[src/design/sbox_pkg.sv]
package sbox_pkg;

    localparam int TABLE_DEPTH = 64;
    localparam int IDX_W       = 6;
    localparam int CNT_W       = 7;
    localparam int COORD_W     = 32;
    localparam int BEAD_W      = 21;
    localparam int BOX_W       = 34;

    typedef enum logic [1:0] {
        OP_INSERT = 2'd0,
        OP_QUERY  = 2'd1,
        OP_CLEAR  = 2'd2
    } t_op;

    typedef enum logic [2:0] {
        STS_INSERTED = 3'd0,
        STS_MATCH    = 3'd1,
        STS_NOMATCH  = 3'd2,
        STS_BADARG   = 3'd3,
        STS_FULL     = 3'd4,
        STS_CLEARED  = 3'd5
    } t_status;

    typedef enum logic [1:0] {
        ST_IDLE,
        ST_DECODE,
        ST_SCAN,
        ST_FLUSH
    } t_state;

    // box bounds in half-micrometres
    typedef struct packed {
        logic signed [BOX_W-1:0] min_x;
        logic signed [BOX_W-1:0] max_x;
        logic signed [BOX_W-1:0] min_y;
        logic signed [BOX_W-1:0] max_y;
        logic signed [BOX_W-1:0] min_z;
        logic signed [BOX_W-1:0] max_z;
    } t_box;

    typedef struct packed {
        logic             we;
        logic [IDX_W-1:0] waddr;
        logic             re;
        logic [IDX_W-1:0] raddr;
    } t_tbl_req;

endpackage

[src/design/sbox_cmp.sv]
module sbox_cmp (
    input  sbox_pkg::t_box i_query,
    input  sbox_pkg::t_box i_entry,
    output logic           o_hit
);
    import sbox_pkg::*;

    logic hit_x;
    logic hit_y;
    logic hit_z;

    // closed ranges: touching boxes count as overlapping
    assign hit_x = (i_query.min_x <= i_entry.max_x) && (i_query.max_x >= i_entry.min_x);
    assign hit_y = (i_query.min_y <= i_entry.max_y) && (i_query.max_y >= i_entry.min_y);
    assign hit_z = (i_query.min_z <= i_entry.max_z) && (i_query.max_z >= i_entry.min_z);
    assign o_hit = hit_x && hit_y && hit_z;

endmodule

[config.mk]
export PLATFORM = sky130hd
export DESIGN_NAME = sbox_cmp
export DESIGN_NICKNAME = d
export VERILOG_FILES = /design/src/design/sbox_pkg.sv /design/src/design/sbox_cmp.sv
export SDC_FILE = /design/constraint.sdc
export NUM_CORES = 1
export LEC_CHECK = 0
export BUFFER_PORTS_ARGS = -buffer_cell sky130_fd_sc_hd__buf_2
export CORE_AREA = 2 2 157 159
export DETAILED_ROUTE_END_ITERATION = 10
export DIE_AREA = 0 0 159 161
export GPL_TIMING_DRIVEN = 0
export PLACE_DENSITY_LB_ADDON = 0.15
export SLEW_MARGIN = 10
export SYNTH_ARGS = -nofsm -noshare
export SYNTH_HDL_FRONTEND = slang
export SYNTH_SLANG_ARGS = --single-unit
[constraint.sdc]
create_clock -name vclk -period 2.1
set_input_delay 0.21 -clock vclk [all_inputs]
set_output_delay 0.21 -clock vclk [all_outputs]
set_load 0.01 [all_outputs]
Word level (Yosys, flattened, before mapping) --
Index checks and enable logic that the tools add are counted.
Operators by class: $lt $le $gt $ge 6, reductions and logical operators 5
Operator list (number):
- $ge A34 B34 Y1 | 3
- $le A34 B34 Y1 | 3
- $logic_and A1 B1 Y1 | 5
Word-level totals: flip-flop bits (word level) 0, bits of input ports 408, output and inout bits 1, logic and storage cells 11

Longest topological paths before layout --
Gate-level depths: netlist of run 1.
depth in word-level cells 4, depth in mapped cells 10, mapped depth without buffers 10

Worst setup path after synthesis of run 1 --
OpenSTA, ideal clock, no wires.
kind in2out, start in i_entry[75] (netlist name), end out o_hit, arrival 1.919 ns, required time 1.890 ns, path slack -0.029 ns, cell stages on the path 10, buffers on the path 0, cells stage by stage inv_1 -> ha_1 -> and4_1 -> and4bb_1 -> a221oi_2 -> o311ai_1 -> a211oi_2 -> xor2_1 -> a21oi_1 -> nor4b_4
On the way: cells in the longest elaborated chain, start to end 4
Ends and longest elaborated chain:
- start: declaration | RTL line sbox_cmp.sv:3 | input sbox_pkg::t_box i_entry,
- $le A34 B34 Y1 | RTL line sbox_cmp.sv:14 | assign hit_y = (i_query.min_y <= i_entry.max_y) && (i_query.max_y >= i_entry.min_y);
- $logic_and A1 B1 Y1 | RTL line sbox_cmp.sv:14
- $logic_and A1 B1 Y1 (2 in a row) | RTL line sbox_cmp.sv:16 | assign o_hit = hit_x && hit_y && hit_z;
- end: declaration | RTL line sbox_cmp.sv:4 | output logic o_hit
Every way passes these cells.

Worst setup path after layout of run 1 --
start in i_entry[72] (netlist name), end out o_hit
The elaborated chain is that of the path after synthesis.

==> metrics.txt, run 1 <==
# TYPE chip_impl_metric gauge
chip_impl_metric{name="netSwitchingPower",unit="µW"} 645
chip_impl_metric{name="nets",unit=""} 1762
chip_impl_metric{name="detailroute.via_count",unit=""} 6267
chip_impl_metric{name="mapped_area",unit="µm²"} 5250
chip_impl_info{name="synth_area_leaders",value="ha_1 49%, inv_1 15%, a21oi_1 7.5%"} 1
chip_impl_metric{name="pin_count",unit=""} 409
chip_impl_metric{name="wl_per_cell",unit="µm"} 13.7
chip_impl_info{name="critical_path.startpoint",value="i_entry[72]"} 1
chip_impl_metric{name="post_synth_top_area_share",unit="%"} 48.6
chip_impl_metric{name="sw_frac_of_total",unit="%"} 47.3
chip_impl_info{name="min_path_type",value="input port to output port"} 1
chip_impl_metric{name="p_comb_share",unit="%"} 100.0
chip_impl_metric{name="worst_hold_slack",unit="ns"} 1.15
chip_impl_metric{name="synth_cells",unit=""} 736
chip_impl_metric{name="timing_worst_slew_pin_value",unit="ns"} 0.502
chip_impl_metric{name="synthesis.area_per_instance",unit="µm²"} 7.13
chip_impl_metric{name="drt_pass1_iterations",unit=""} 4
chip_impl_metric{name="slew_headroom",unit="%"} 66.2
chip_impl_metric{name="via_count_normalized_by_instance_count",unit=""} 4.25
chip_impl_metric{name="required_worst_endpoint",unit="ns"} 1.89
chip_impl_info{name="timing.setup.critical_path_class",value="input port to output port"} 1
chip_impl_info{name="critPathCaptureType",value="output port"} 1
chip_impl_info{name="cell_taking_the_most_area_after_synthesis",value="ha_1"} 1
chip_impl_metric{name="critical_path.max_fanout",unit=""} 2
chip_impl_metric{name="grt_overflow_total",unit=""} 0
chip_impl_info{name="setup_repair_after_global_routing_missed_its_margin",value="yes"} 1
chip_impl_metric{name="dp_hpwl",unit="µm"} 19200
chip_impl_metric{name="synth.yosys.seq_area_share",unit="%"} 0
chip_impl_metric{name="critPathArrivalTime",unit="ns"} 2.31
chip_impl_metric{name="core-area",unit="µm²"} 24000
chip_impl_metric{name="p_int",unit="µW"} 719
chip_impl_metric{name="drt_iter0_drc",unit=""} 141
chip_impl_metric{name="first_global_vias",unit=""} 6557
chip_impl_metric{name="drc_errors",unit=""} 0
chip_impl_info{name="worst_hold_path.endpoint",value="o_hit"} 1
chip_impl_info{name="critPathLaunchType",value="input port"} 1
chip_impl_metric{name="grt_antenna_before_repair",unit=""} 4
chip_impl_metric{name="slew_viol_final",unit=""} 0
chip_impl_metric{name="setup_viol",unit=""} 1
chip_impl_metric{name="synthesis.nets",unit=""} 1348
chip_impl_metric{name="layout-area-overhead-vs-synth",unit="%"} 52.3
chip_impl_metric{name="layout_min_cycle_time",unit="ns"} 2.52
chip_impl_metric{name="grt_max_degree",unit=""} 5
chip_impl_metric{name="grt_pass1_wl",unit="µm"} 31600
chip_impl_metric{name="portBuffers",unit=""} 409
chip_impl_metric{name="die_area",unit="µm²"} 25600
chip_impl_metric{name="power.static_leakage",unit="nW"} 5.01
chip_impl_metric{name="pre_cts_slack",unit="ns"} -0.709
chip_impl_metric{name="regArea",unit="µm²"} 0
chip_impl_metric{name="groute.usage.overall",unit="%"} 15.0
chip_impl_metric{name="cap_viol_max_count",unit=""} 0
chip_impl_metric{name="finalHoldViolations",unit=""} 0
chip_impl_metric{name="place.gp.congestion",unit=""} 0.794
chip_impl_metric{name="final_util",unit="%"} 33.4
chip_impl_metric{name="seq_cells",unit=""} 0
chip_impl_metric{name="die_y",unit="µm"} 161
chip_impl_metric{name="fmaxAchievable",unit="MHz"} 396
chip_impl_metric{name="ys_types",unit=""} 48
chip_impl_metric{name="initial_utilization",unit="%"} 21.9
chip_impl_info{name="worst_hold_startpoint",value="i_query[169]"} 1
chip_impl_metric{name="final_worst_path_period_share",unit="%"} 120
chip_impl_metric{name="hold_depth",unit=""} 6
chip_impl_info{name="result_of_the_run",value="finished, violations left"} 1
chip_impl_info{name="violations",value="setup timing"} 1
chip_impl_metric{name="yosys_warnings",unit=""} 0
chip_impl_metric{name="ir_worst_vdd",unit="mV"} 0.0735
chip_impl_metric{name="layout-drive-gt1-share",unit="%"} 39.5
chip_impl_metric{name="clock_buffer_count",unit=""} 0
chip_impl_metric{name="timing.final.ws_setup",unit="ns"} -0.423
chip_impl_metric{name="num_rows",unit=""} 57
chip_impl_metric{name="cell_area_power_density",unit="nW/µm²"} 171
chip_impl_metric{name="die_width",unit="µm"} 159
chip_impl_metric{name="seq_power_share",unit="%"} 0
chip_impl_metric{name="pwr-share-clk",unit="%"} 0
chip_impl_metric{name="routed_wirelength",unit="µm"} 20200
chip_impl_metric{name="route.antenna.remaining_nets",unit=""} 0
## synthesized netlist by cell type (3+ instances only)
master    instances
nand4_1          35
a21oi_1          79
nor4_1            5
inv_1           211
nand2b_1          4
mux2i_1           3
ha_1            204
a21o_1           23
nor2_1           15
o21ai_0          31
o211ai_1          3
nor2b_1           5
a221oi_1          4
nor3_1            6
a31oi_1           3
nand2_1          45
nand3_1          14
and4_1            8
a211oi_1          4
## critical path: stages
cell      delay (ns)
buf_6           0.10
inv_4           0.04
ha_4            0.19
and4_1          0.20
and4bb_2        0.24
a221oi_2        0.24
o311ai_2        0.18
a211oi_2        0.24
xor2_1          0.11
a21oi_2         0.19
nor4b_4         0.21
buf_4           0.16
## power by group through the flow
stage / registers [mW] / logic [mW] / clock network [mW]
2_1_floorplan: 0 / 0.719 / 0
3_3_place_gp: 0 / 1.31 / 0
3_5_place_dp: 0 / 1.32 / 0
4_1_cts: 0 / 1.37 / 0
5_1_grt: 0 / 1.60 / 0
6_report: 0 / 1.36 / 0.000000128
## per-layer routing
layer / vias to the layer above / track usage [%] / wire length (µm)
met5: - / 0 / 27
met4: 4 / 0.868 / 207
met3: 16 / 3.54 / 1530
met2: 241 / 30.1 / 10400
met1: 2623 / 16.7 / 8040
li1: 3383 / - / -
## area by class of cell
type	instances	area (µm²)
fillers	2726	16000
multi-input cells	525	4670
repair buffers	412	2110
inverters	211	802
well taps	324	405
diodes	2	5.00
## kinds of logic (layout without fill, tap and decap cells)
family | after synthesis | after routing | share of synthesized area [%]
fa+ha+maj | 204 | 204 | 48.6
xor+xnor | 3 | 3 | 0.500
simple gates | 148 | 148 | 16.0
other cells | 0 | 2 | 0
buf+inv | 211 | 623 | 15.1
compound gates | 167 | 167 | 19.3
mux | 3 | 3 | 0.572
## per-stage QoR
step / power [mW] / setup TNS [ns] / instances / instance area, µm²
detailed placement: 1.32 / -0.709 / 1469 / 7700
finish: 1.36 / -0.423 / 1474 / 8000
global placement: 1.31 / -0.687 / 1469 / 7700
CTS: 1.37 / -0.597 / 1471 / 7910
floorplan: 0.719 / 0 / 736 / 5250
global route: 1.60 / -0.672 / 1472 / 7990
## repair_timing
action,4_1_cts,5_1_grt
buffers inserted,2,1
endpoints found under the setup margin,1,1
hold buffers,0,0
resized for setup,25,17
pin swaps,13,12
## worst max-delay path by stage
| stage | cells after the start | slack [ns] | end |
|---|---|---|---|
| 2_1_floorplan | 10 | 0.007 | o_hit |
| 3_3_place_gp | 11 | -0.69 | o_hit |
| 3_5_place_dp | 11 | -0.71 | o_hit |
| 4_1_cts | 12 | -0.60 | o_hit |
| 5_1_grt | 12 | -0.67 | o_hit |
| 6_report | 12 | -0.42 | o_hit |
## cells in the final DEF (no fill, tap or decap), types with 3 or more instances in the layout
master and instances:
buf_2 402, a211oi_1 4, a21o_1 23, nand2b_1 4, nor4_1 3, buf_4 4
and4_1 7, a21oi_1 78, inv_1 202, nor2b_1 5, inv_2 5, nand4_1 35
nor2_1 15, o21ai_0 31, nand3_1 14, a221oi_1 3, mux2i_1 3, o211ai_1 3
ha_4 14, nand2_1 45, inv_4 4, nor4_2 3, buf_6 6, nor3_1 6
ha_1 190
(Power assumes the default switching activity.)
==> inputs of run 2 (changes only) <==
==> constraint.sdc (replaced) <==
create_clock -name vclk -period 2.1
set_input_delay 0.21 -clock vclk [all_inputs]
set_output_delay 0.21 -clock vclk [all_outputs]
set_load 0.1 [all_outputs]
==> run 2 against run 1 <==
Compared with the run above:
- combinational power rose by 3%
- the run still ends with setup timing left
- flip-flop and latch count is the same
- hold slack improved by 0.033 ns
- largest cell class unchanged
- highest routed layer unchanged
- utilization is 0.68 points higher
==> metrics.txt, run 2 (same netlist as run 1, synthesis figures left out) <==
# TYPE chip_impl_metric gauge
chip_impl_metric{name="routed_wirelength",unit="µm"} 20000
chip_impl_metric{name="cell_area_power_density",unit="nW/µm²"} 172
chip_impl_metric{name="placed_area",unit="µm²"} 7780
chip_impl_metric{name="regArea",unit="µm²"} 0
chip_impl_metric{name="fmaxAchievable",unit="MHz"} 382
chip_impl_metric{name="layout-drive-gt1-share",unit="%"} 40.7
chip_impl_metric{name="timing_worst_slew_pin_value",unit="ns"} 0.493
chip_impl_metric{name="portBuffers",unit=""} 409
chip_impl_metric{name="groute.usage.overall",unit="%"} 14.9
chip_impl_info{name="result_of_the_run",value="finished, violations left"} 1
chip_impl_metric{name="required_worst_endpoint",unit="ns"} 1.89
chip_impl_info{name="violations",value="setup timing"} 1
chip_impl_metric{name="critPathArrivalTime",unit="ns"} 2.41
chip_impl_metric{name="layout_min_cycle_time",unit="ns"} 2.62
chip_impl_metric{name="hold_depth",unit=""} 6
chip_impl_info{name="layout.cells.most_common",value="buf_2"} 1
chip_impl_metric{name="final_design_area_no_fill",unit="µm²"} 8160
chip_impl_metric{name="route.antenna.remaining_nets",unit=""} 0
chip_impl_metric{name="cp.buffers_inverters",unit=""} 3
chip_impl_metric{name="cap_viol_max_count",unit=""} 0
chip_impl_metric{name="die_area",unit="µm²"} 25600
chip_impl_metric{name="seq_cells",unit=""} 0
chip_impl_metric{name="finalHoldViolations",unit=""} 0
chip_impl_info{name="critical_path.top_delay_family",value="compound AO/OA/AOI/OAI gates"} 1
chip_impl_metric{name="layout-area-overhead-vs-synth",unit="%"} 55.3
chip_impl_metric{name="grt_overflow_total",unit=""} 0
chip_impl_metric{name="ir_worst_vdd",unit="mV"} 0.0647
chip_impl_metric{name="via_count_normalized_by_instance_count",unit=""} 4.23
chip_impl_info{name="timing.setup.critical_path_class",value="input port to output port"} 1
chip_impl_metric{name="slowest_delay",unit="ns"} 0.26
chip_impl_metric{name="grt_pass1_wl",unit="µm"} 31300
chip_impl_metric{name="nets",unit=""} 1766
chip_impl_metric{name="worst_hold_slack",unit="ns"} 1.18
chip_impl_metric{name="power.static_leakage",unit="nW"} 5.06
chip_impl_info{name="mostFrequentLayoutCells",value="404 x buf_2, 201 x inv_1, 185 x ha_1"} 1
chip_impl_metric{name="die_width",unit="µm"} 159
chip_impl_metric{name="core-area",unit="µm²"} 24000
chip_impl_info{name="chain_of_cells_forming_the_critical_path",value="buf_2, inv_2, ha_4, and4_1, and4bb_1, a221oi_2, o311ai_2, a211oi_2, xor2_1, a21oi_2, nor4b_4, buf_6"} 1
chip_impl_metric{name="pin_count",unit=""} 409
chip_impl_metric{name="final_util",unit="%"} 34.0
chip_impl_info{name="min_path_type",value="input port to output port"} 1
chip_impl_metric{name="instances_no_fill",unit=""} 1477
chip_impl_metric{name="detailroute.via_count",unit=""} 6251
chip_impl_metric{name="drt_pass1_iterations",unit=""} 4
chip_impl_info{name="worst_hold_startpoint",value="i_query[169]"} 1
chip_impl_info{name="critPathLaunchType",value="input port"} 1
chip_impl_info{name="critical-path-slowest-cell",value="a221oi_2"} 1
chip_impl_metric{name="clock_buffer_count",unit=""} 0
chip_impl_metric{name="grt_antenna_before_repair",unit=""} 5
chip_impl_info{name="critPathCaptureType",value="output port"} 1
chip_impl_info{name="setup_repair_after_global_routing_missed_its_margin",value="yes"} 1
chip_impl_metric{name="timing.final.ws_setup",unit="ns"} -0.517
chip_impl_metric{name="slew_headroom",unit="%"} 66.8
chip_impl_metric{name="wl_per_cell",unit="µm"} 13.6
chip_impl_metric{name="drc_errors",unit=""} 0
chip_impl_info{name="worst_hold_path.endpoint",value="o_hit"} 1
chip_impl_metric{name="final_worst_path_period_share",unit="%"} 125
chip_impl_metric{name="dp_hpwl",unit="µm"} 19100
chip_impl_metric{name="setup_viol",unit=""} 1
chip_impl_metric{name="initial_utilization",unit="%"} 21.9
chip_impl_metric{name="die_y",unit="µm"} 161
chip_impl_metric{name="critical_path.max_fanout",unit=""} 2
chip_impl_metric{name="grt_max_degree",unit=""} 5
chip_impl_metric{name="place.gp.congestion",unit=""} 0.807
chip_impl_metric{name="drt_iter0_drc",unit=""} 129
chip_impl_metric{name="first_global_vias",unit=""} 6456
chip_impl_metric{name="num_rows",unit=""} 57
chip_impl_metric{name="cts_hold_repair.buffers",unit=""} 0
chip_impl_metric{name="place.detailed.instances",unit=""} 1469
chip_impl_metric{name="slew_viol_final",unit=""} 0
-- run 2: cell count changes in the layout (fill, tap and decap cells not counted), sizes merged --
cell / change
buf: +4
diode: -1
-- run 2: how the worst max path moves through the flow --
stage	cells after the start	startpoint	slack, ns	to
2_1_floorplan	10	i_entry[198]	-0.81	o_hit
3_3_place_gp	9	i_query[199]	-1.18	o_hit
3_5_place_dp	10	i_entry[165]	-1.18	o_hit
4_1_cts	12	i_entry[70]	-0.58	o_hit
5_1_grt	12	i_entry[63]	-0.69	o_hit
6_report	12	i_entry[77]	-0.52	o_hit
-- run 2: metal layers --
layer	track usage (%)	vias up	share of wire [%]
met1	17.3	2582	41
met2	28.9	256	50
met4	1.16	8	1.0
li1	-	3383	-
met3	3.26	22	7.6
met5	0	-	0.28
-- run 2: final cells by class --
cell class | count | area (µm²)
antenna | 1 | 2.50
fill | 2698 | 15800
inverter | 211 | 815
multi-input combinational | 525 | 4810
tap | 324 | 405
timing repair buffer | 416 | 2130
-- run 2: tightest hold or removal path, delay by kind of cell --
| family | cells | cell delay (ns) |
|---|---|---|
| buf+inv | 2 | 0.27 |
| compound gates | 1 | 0.17 |
| fa+ha+maj | 1 | 0.15 |
| xor+xnor | 1 | 0.09 |
| simple gates | 1 | 0.07 |
-- run 2: what timing repair did --
item / CTS / global route
gates cloned: 0 / 0
setup buffers: 7 / 0
endpoints found under the setup margin: 1 / 1
pin swaps: 21 / 8
gates resized for setup: 36 / 10
-- run 2: power by group --
part / leakage [nW] / switching [mW] / internal (mW)
sequential: 0 / 0 / 0
combinational: 5.06 / 0.668 / 0.734
clock: 0.00000634 / 0 / 0.0000000637
total: 5.06 / 0.668 / 0.734
-- run 2: per-stage QoR --
step           power, mW  worst slack [ns]  TNS (ns)
2_1_floorplan      0.732            -0.805    -0.805
3_3_place_gp        1.33             -1.18     -1.18
3_5_place_dp        1.34             -1.18     -1.18
4_1_cts             1.41            -0.582    -0.582
5_1_grt             1.63            -0.687    -0.687
6_report            1.40            -0.517    -0.517
==> inputs of run 3 (changes only) <==
- BUFFER_PORTS_ARGS: -buffer_cell sky130_fd_sc_hd__buf_2 -> unset
- DONT_BUFFER_PORTS: unset -> 1
==> run 3 against run 2 <==
Compared with the run above:
- the run still ends with setup timing left
- highest routed layer is now met4
- critical path type unchanged
- first-iteration DRC count rose by 20%
- non-clock buffer count fell by 405
- largest cell class unchanged
- wire length shrank 7.5%
- critical path depth fell by 1
- cell area fell by 23%
- worst setup slack worse by 0.096 ns
- maximum frequency fell by 3.5%
- sequential share of layout area stayed put
- flip-flop and latch count is the same
- largest power group unchanged
- die area stayed put
==> metrics.txt, run 3 (same netlist as run 1, synthesis figures left out) <==
# TYPE chip_impl_metric gauge
chip_impl_info{name="result_of_the_run",value="finished, violations left"} 1
chip_impl_info{name="violations",value="setup timing"} 1
chip_impl_metric{name="drt_pass1_iterations",unit=""} 4
chip_impl_metric{name="p_comb_share",unit="%"} 100.0
chip_impl_metric{name="filler_cell_count",unit=""} 2727
chip_impl_metric{name="clock_buffer_count",unit=""} 0
chip_impl_metric{name="detailroute.via_count",unit=""} 4907
chip_impl_metric{name="groute.usage.overall",unit="%"} 13.2
chip_impl_info{name="worst_hold_path.endpoint",value="o_hit"} 1
chip_impl_metric{name="regArea",unit="µm²"} 0
chip_impl_metric{name="grt_overflow_total",unit=""} 0
chip_impl_info{name="setup_repair_after_global_routing_missed_its_margin",value="yes"} 1
chip_impl_metric{name="seq_cells",unit=""} 0
chip_impl_info{name="critical-path-slowest-cell",value="nor4b_4"} 1
chip_impl_info{name="timing.setup.critical_path_class",value="input port to output port"} 1
chip_impl_metric{name="slowest_delay",unit="ns"} 0.36
chip_impl_metric{name="dp_hpwl",unit="µm"} 17700
chip_impl_metric{name="route.antenna.remaining_nets",unit=""} 0
chip_impl_info{name="critPathLaunchType",value="input port"} 1
chip_impl_metric{name="seq_power_share",unit="%"} 0
chip_impl_metric{name="timing.final.ws_setup",unit="ns"} -0.613
chip_impl_info{name="worst_hold_startpoint",value="i_entry[68]"} 1
chip_impl_metric{name="die_y",unit="µm"} 161
chip_impl_metric{name="fmaxAchievable",unit="MHz"} 369
chip_impl_metric{name="sw_frac_of_total",unit="%"} 52.5
chip_impl_metric{name="final_design_area_no_fill",unit="µm²"} 6290
chip_impl_info{name="min_path_type",value="input port to output port"} 1
chip_impl_metric{name="layout-drive-gt1-share",unit="%"} 11.8
chip_impl_metric{name="p_int",unit="µW"} 501
chip_impl_metric{name="pin_count",unit=""} 409
chip_impl_metric{name="cts_hold_repair.buffers",unit=""} 0
chip_impl_info{name="chain_of_cells_forming_the_critical_path",value="inv_1, ha_4, nand4_1, nor4bb_4, o21ai_1, a31oi_1, nor3_2, xor2_1, o22ai_2, nor4b_4, clkbuf_16"} 1
chip_impl_metric{name="critPathArrivalTime",unit="ns"} 2.50
chip_impl_metric{name="netSwitchingPower",unit="µW"} 554
chip_impl_metric{name="drt_iter0_drc",unit=""} 155
chip_impl_metric{name="pre_cts_slack",unit="ns"} -1.05
chip_impl_metric{name="routed_wirelength",unit="µm"} 18500
chip_impl_metric{name="ir_worst_vdd",unit="mV"} 0.0799
chip_impl_metric{name="power.total",unit="mW"} 1.06
chip_impl_metric{name="initial_utilization",unit="%"} 21.9
chip_impl_info{name="critPathCaptureType",value="output port"} 1
chip_impl_metric{name="nets",unit=""} 1361
chip_impl_metric{name="setup_viol",unit=""} 1
chip_impl_metric{name="critical_path.max_fanout",unit=""} 3
chip_impl_metric{name="drc_errors",unit=""} 0
chip_impl_metric{name="grt_antenna_before_repair",unit=""} 1
chip_impl_metric{name="first_global_vias",unit=""} 5016
chip_impl_metric{name="place.gp.congestion",unit=""} 0.772
chip_impl_metric{name="place.detailed.instances",unit=""} 1061
chip_impl_metric{name="core-area",unit="µm²"} 24000
chip_impl_metric{name="layout_min_cycle_time",unit="ns"} 2.71
chip_impl_metric{name="slew_headroom",unit="%"} 71.6
chip_impl_metric{name="num_rows",unit=""} 57
chip_impl_metric{name="hold_depth",unit=""} 5
chip_impl_metric{name="grt_max_degree",unit=""} 5
chip_impl_metric{name="placed_area",unit="µm²"} 5760
chip_impl_metric{name="final_worst_path_period_share",unit="%"} 129
chip_impl_info{name="layout.cells.most_common",value="inv_1"} 1
chip_impl_metric{name="grt_pass1_wl",unit="µm"} 26900
chip_impl_metric{name="cap_viol_max_count",unit=""} 0
chip_impl_metric{name="portBuffers",unit=""} 0
chip_impl_metric{name="instances_no_fill",unit=""} 1073
chip_impl_metric{name="die_area",unit="µm²"} 25600
chip_impl_metric{name="layout-area-overhead-vs-synth",unit="%"} 19.9
chip_impl_metric{name="pwr-share-clk",unit="%"} 0
chip_impl_metric{name="wl_per_cell",unit="µm"} 17.3
chip_impl_metric{name="timing_worst_slew_pin_value",unit="ns"} 0.414
chip_impl_metric{name="required_worst_endpoint",unit="ns"} 1.89
chip_impl_metric{name="slew_viol_final",unit=""} 0
chip_impl_metric{name="via_count_normalized_by_instance_count",unit=""} 4.57
chip_impl_metric{name="die_width",unit="µm"} 159
chip_impl_metric{name="power.static_leakage",unit="nW"} 3.46
chip_impl_metric{name="cell_area_power_density",unit="nW/µm²"} 168
chip_impl_info{name="mostFrequentLayoutCells",value="191 x inv_1, 173 x ha_1, 77 x a21oi_1"} 1
chip_impl_metric{name="finalHoldViolations",unit=""} 0
-- run 3: cell count changes in the layout (fill, tap and decap cells not counted), sizes merged --
cell / before / now
diode: 1 / 2
buf: 416 / 10
clkbuf: 0 / 1
-- run 3: layout make-up --
class                           instances  area, µm²  share of cell area [%]
Multi-Input combinational cell        525       4950                    78.7
Inverter                              211        830                    13.2
Tap cell                              324        405                    6.44
Timing Repair Buffer                   11        104                    1.65
Antenna cell                            2       5.00                  0.0795
-- run 3: worst max-delay path: cells and delay by family --
kind	cells	cell delay [ns]
AO/OA/AOI/OAI	3	0.46
XOR/XNOR	1	0.24
adder cells (fa/ha/maj)	1	0.27
buffers and inverters	2	0.32
AND/OR/NAND/NOR	4	0.98
-- run 3: power groups by stage --
| stage | registers [mW] | logic, mW | clock network, mW |
|---|---|---|---|
| 6_report | 0 | 1.06 | 0.000000129 |
| 5_1_grt | 0 | 1.24 | 0.0000000637 |
| 4_1_cts | 0 | 1.01 | 0 |
| 3_5_place_dp | 0 | 0.971 | 0 |
| 3_3_place_gp | 0 | 0.972 | 0 |
| 2_1_floorplan | 0 | 0.732 | 0 |
-- run 3: timing repair --
action | CTS | global route
resized for setup | 21 | 48
cloned | 0 | 0
endpoints found under the hold margin | 0 | 0
pin swaps | 12 | 26
setup buffers | 4 | 6
setup endpoints to repair | 1 | 1
-- run 3: how the worst max path moves through the flow --
stage                      start  endpoint  slack (ns)  depth (start not counted)
floorplan           i_entry[198]     o_hit       -0.81                         10
global placement    i_entry[159]     o_hit       -1.91                          9
detailed placement  i_entry[159]     o_hit       -1.05                         10
CTS                 i_entry[202]     o_hit       -0.71                         12
global route         i_entry[80]     o_hit       -0.76                         11
finish              i_entry[187]     o_hit       -0.61                         11
-- run 3: per-layer routing --
layer  vias to the layer above  part of all wire (%)  track usage, %
met5                         -                     0               0
met4                         0                  0.37           0.413
met3                         2                   8.0            3.47
met2                       246                    52            26.0
met1                      2082                    40            15.0
li1                       2577                     -               -
-- run 3: metrics by stage --
| stage | setup TNS, ns | hold slack, ns | utilization (%) |
|---|---|---|---|
| 2_1_floorplan | -0.805 | 0.945 | - |
| 3_3_place_gp | -1.91 | 1.08 | 23.9 |
| 3_5_place_dp | -1.05 | 1.13 | 24.0 |
| 4_1_cts | -0.713 | 1.13 | 24.6 |
| 5_1_grt | -0.764 | 1.17 | 26.3 |
| 6_report | -0.613 | 1.14 | 26.3 |
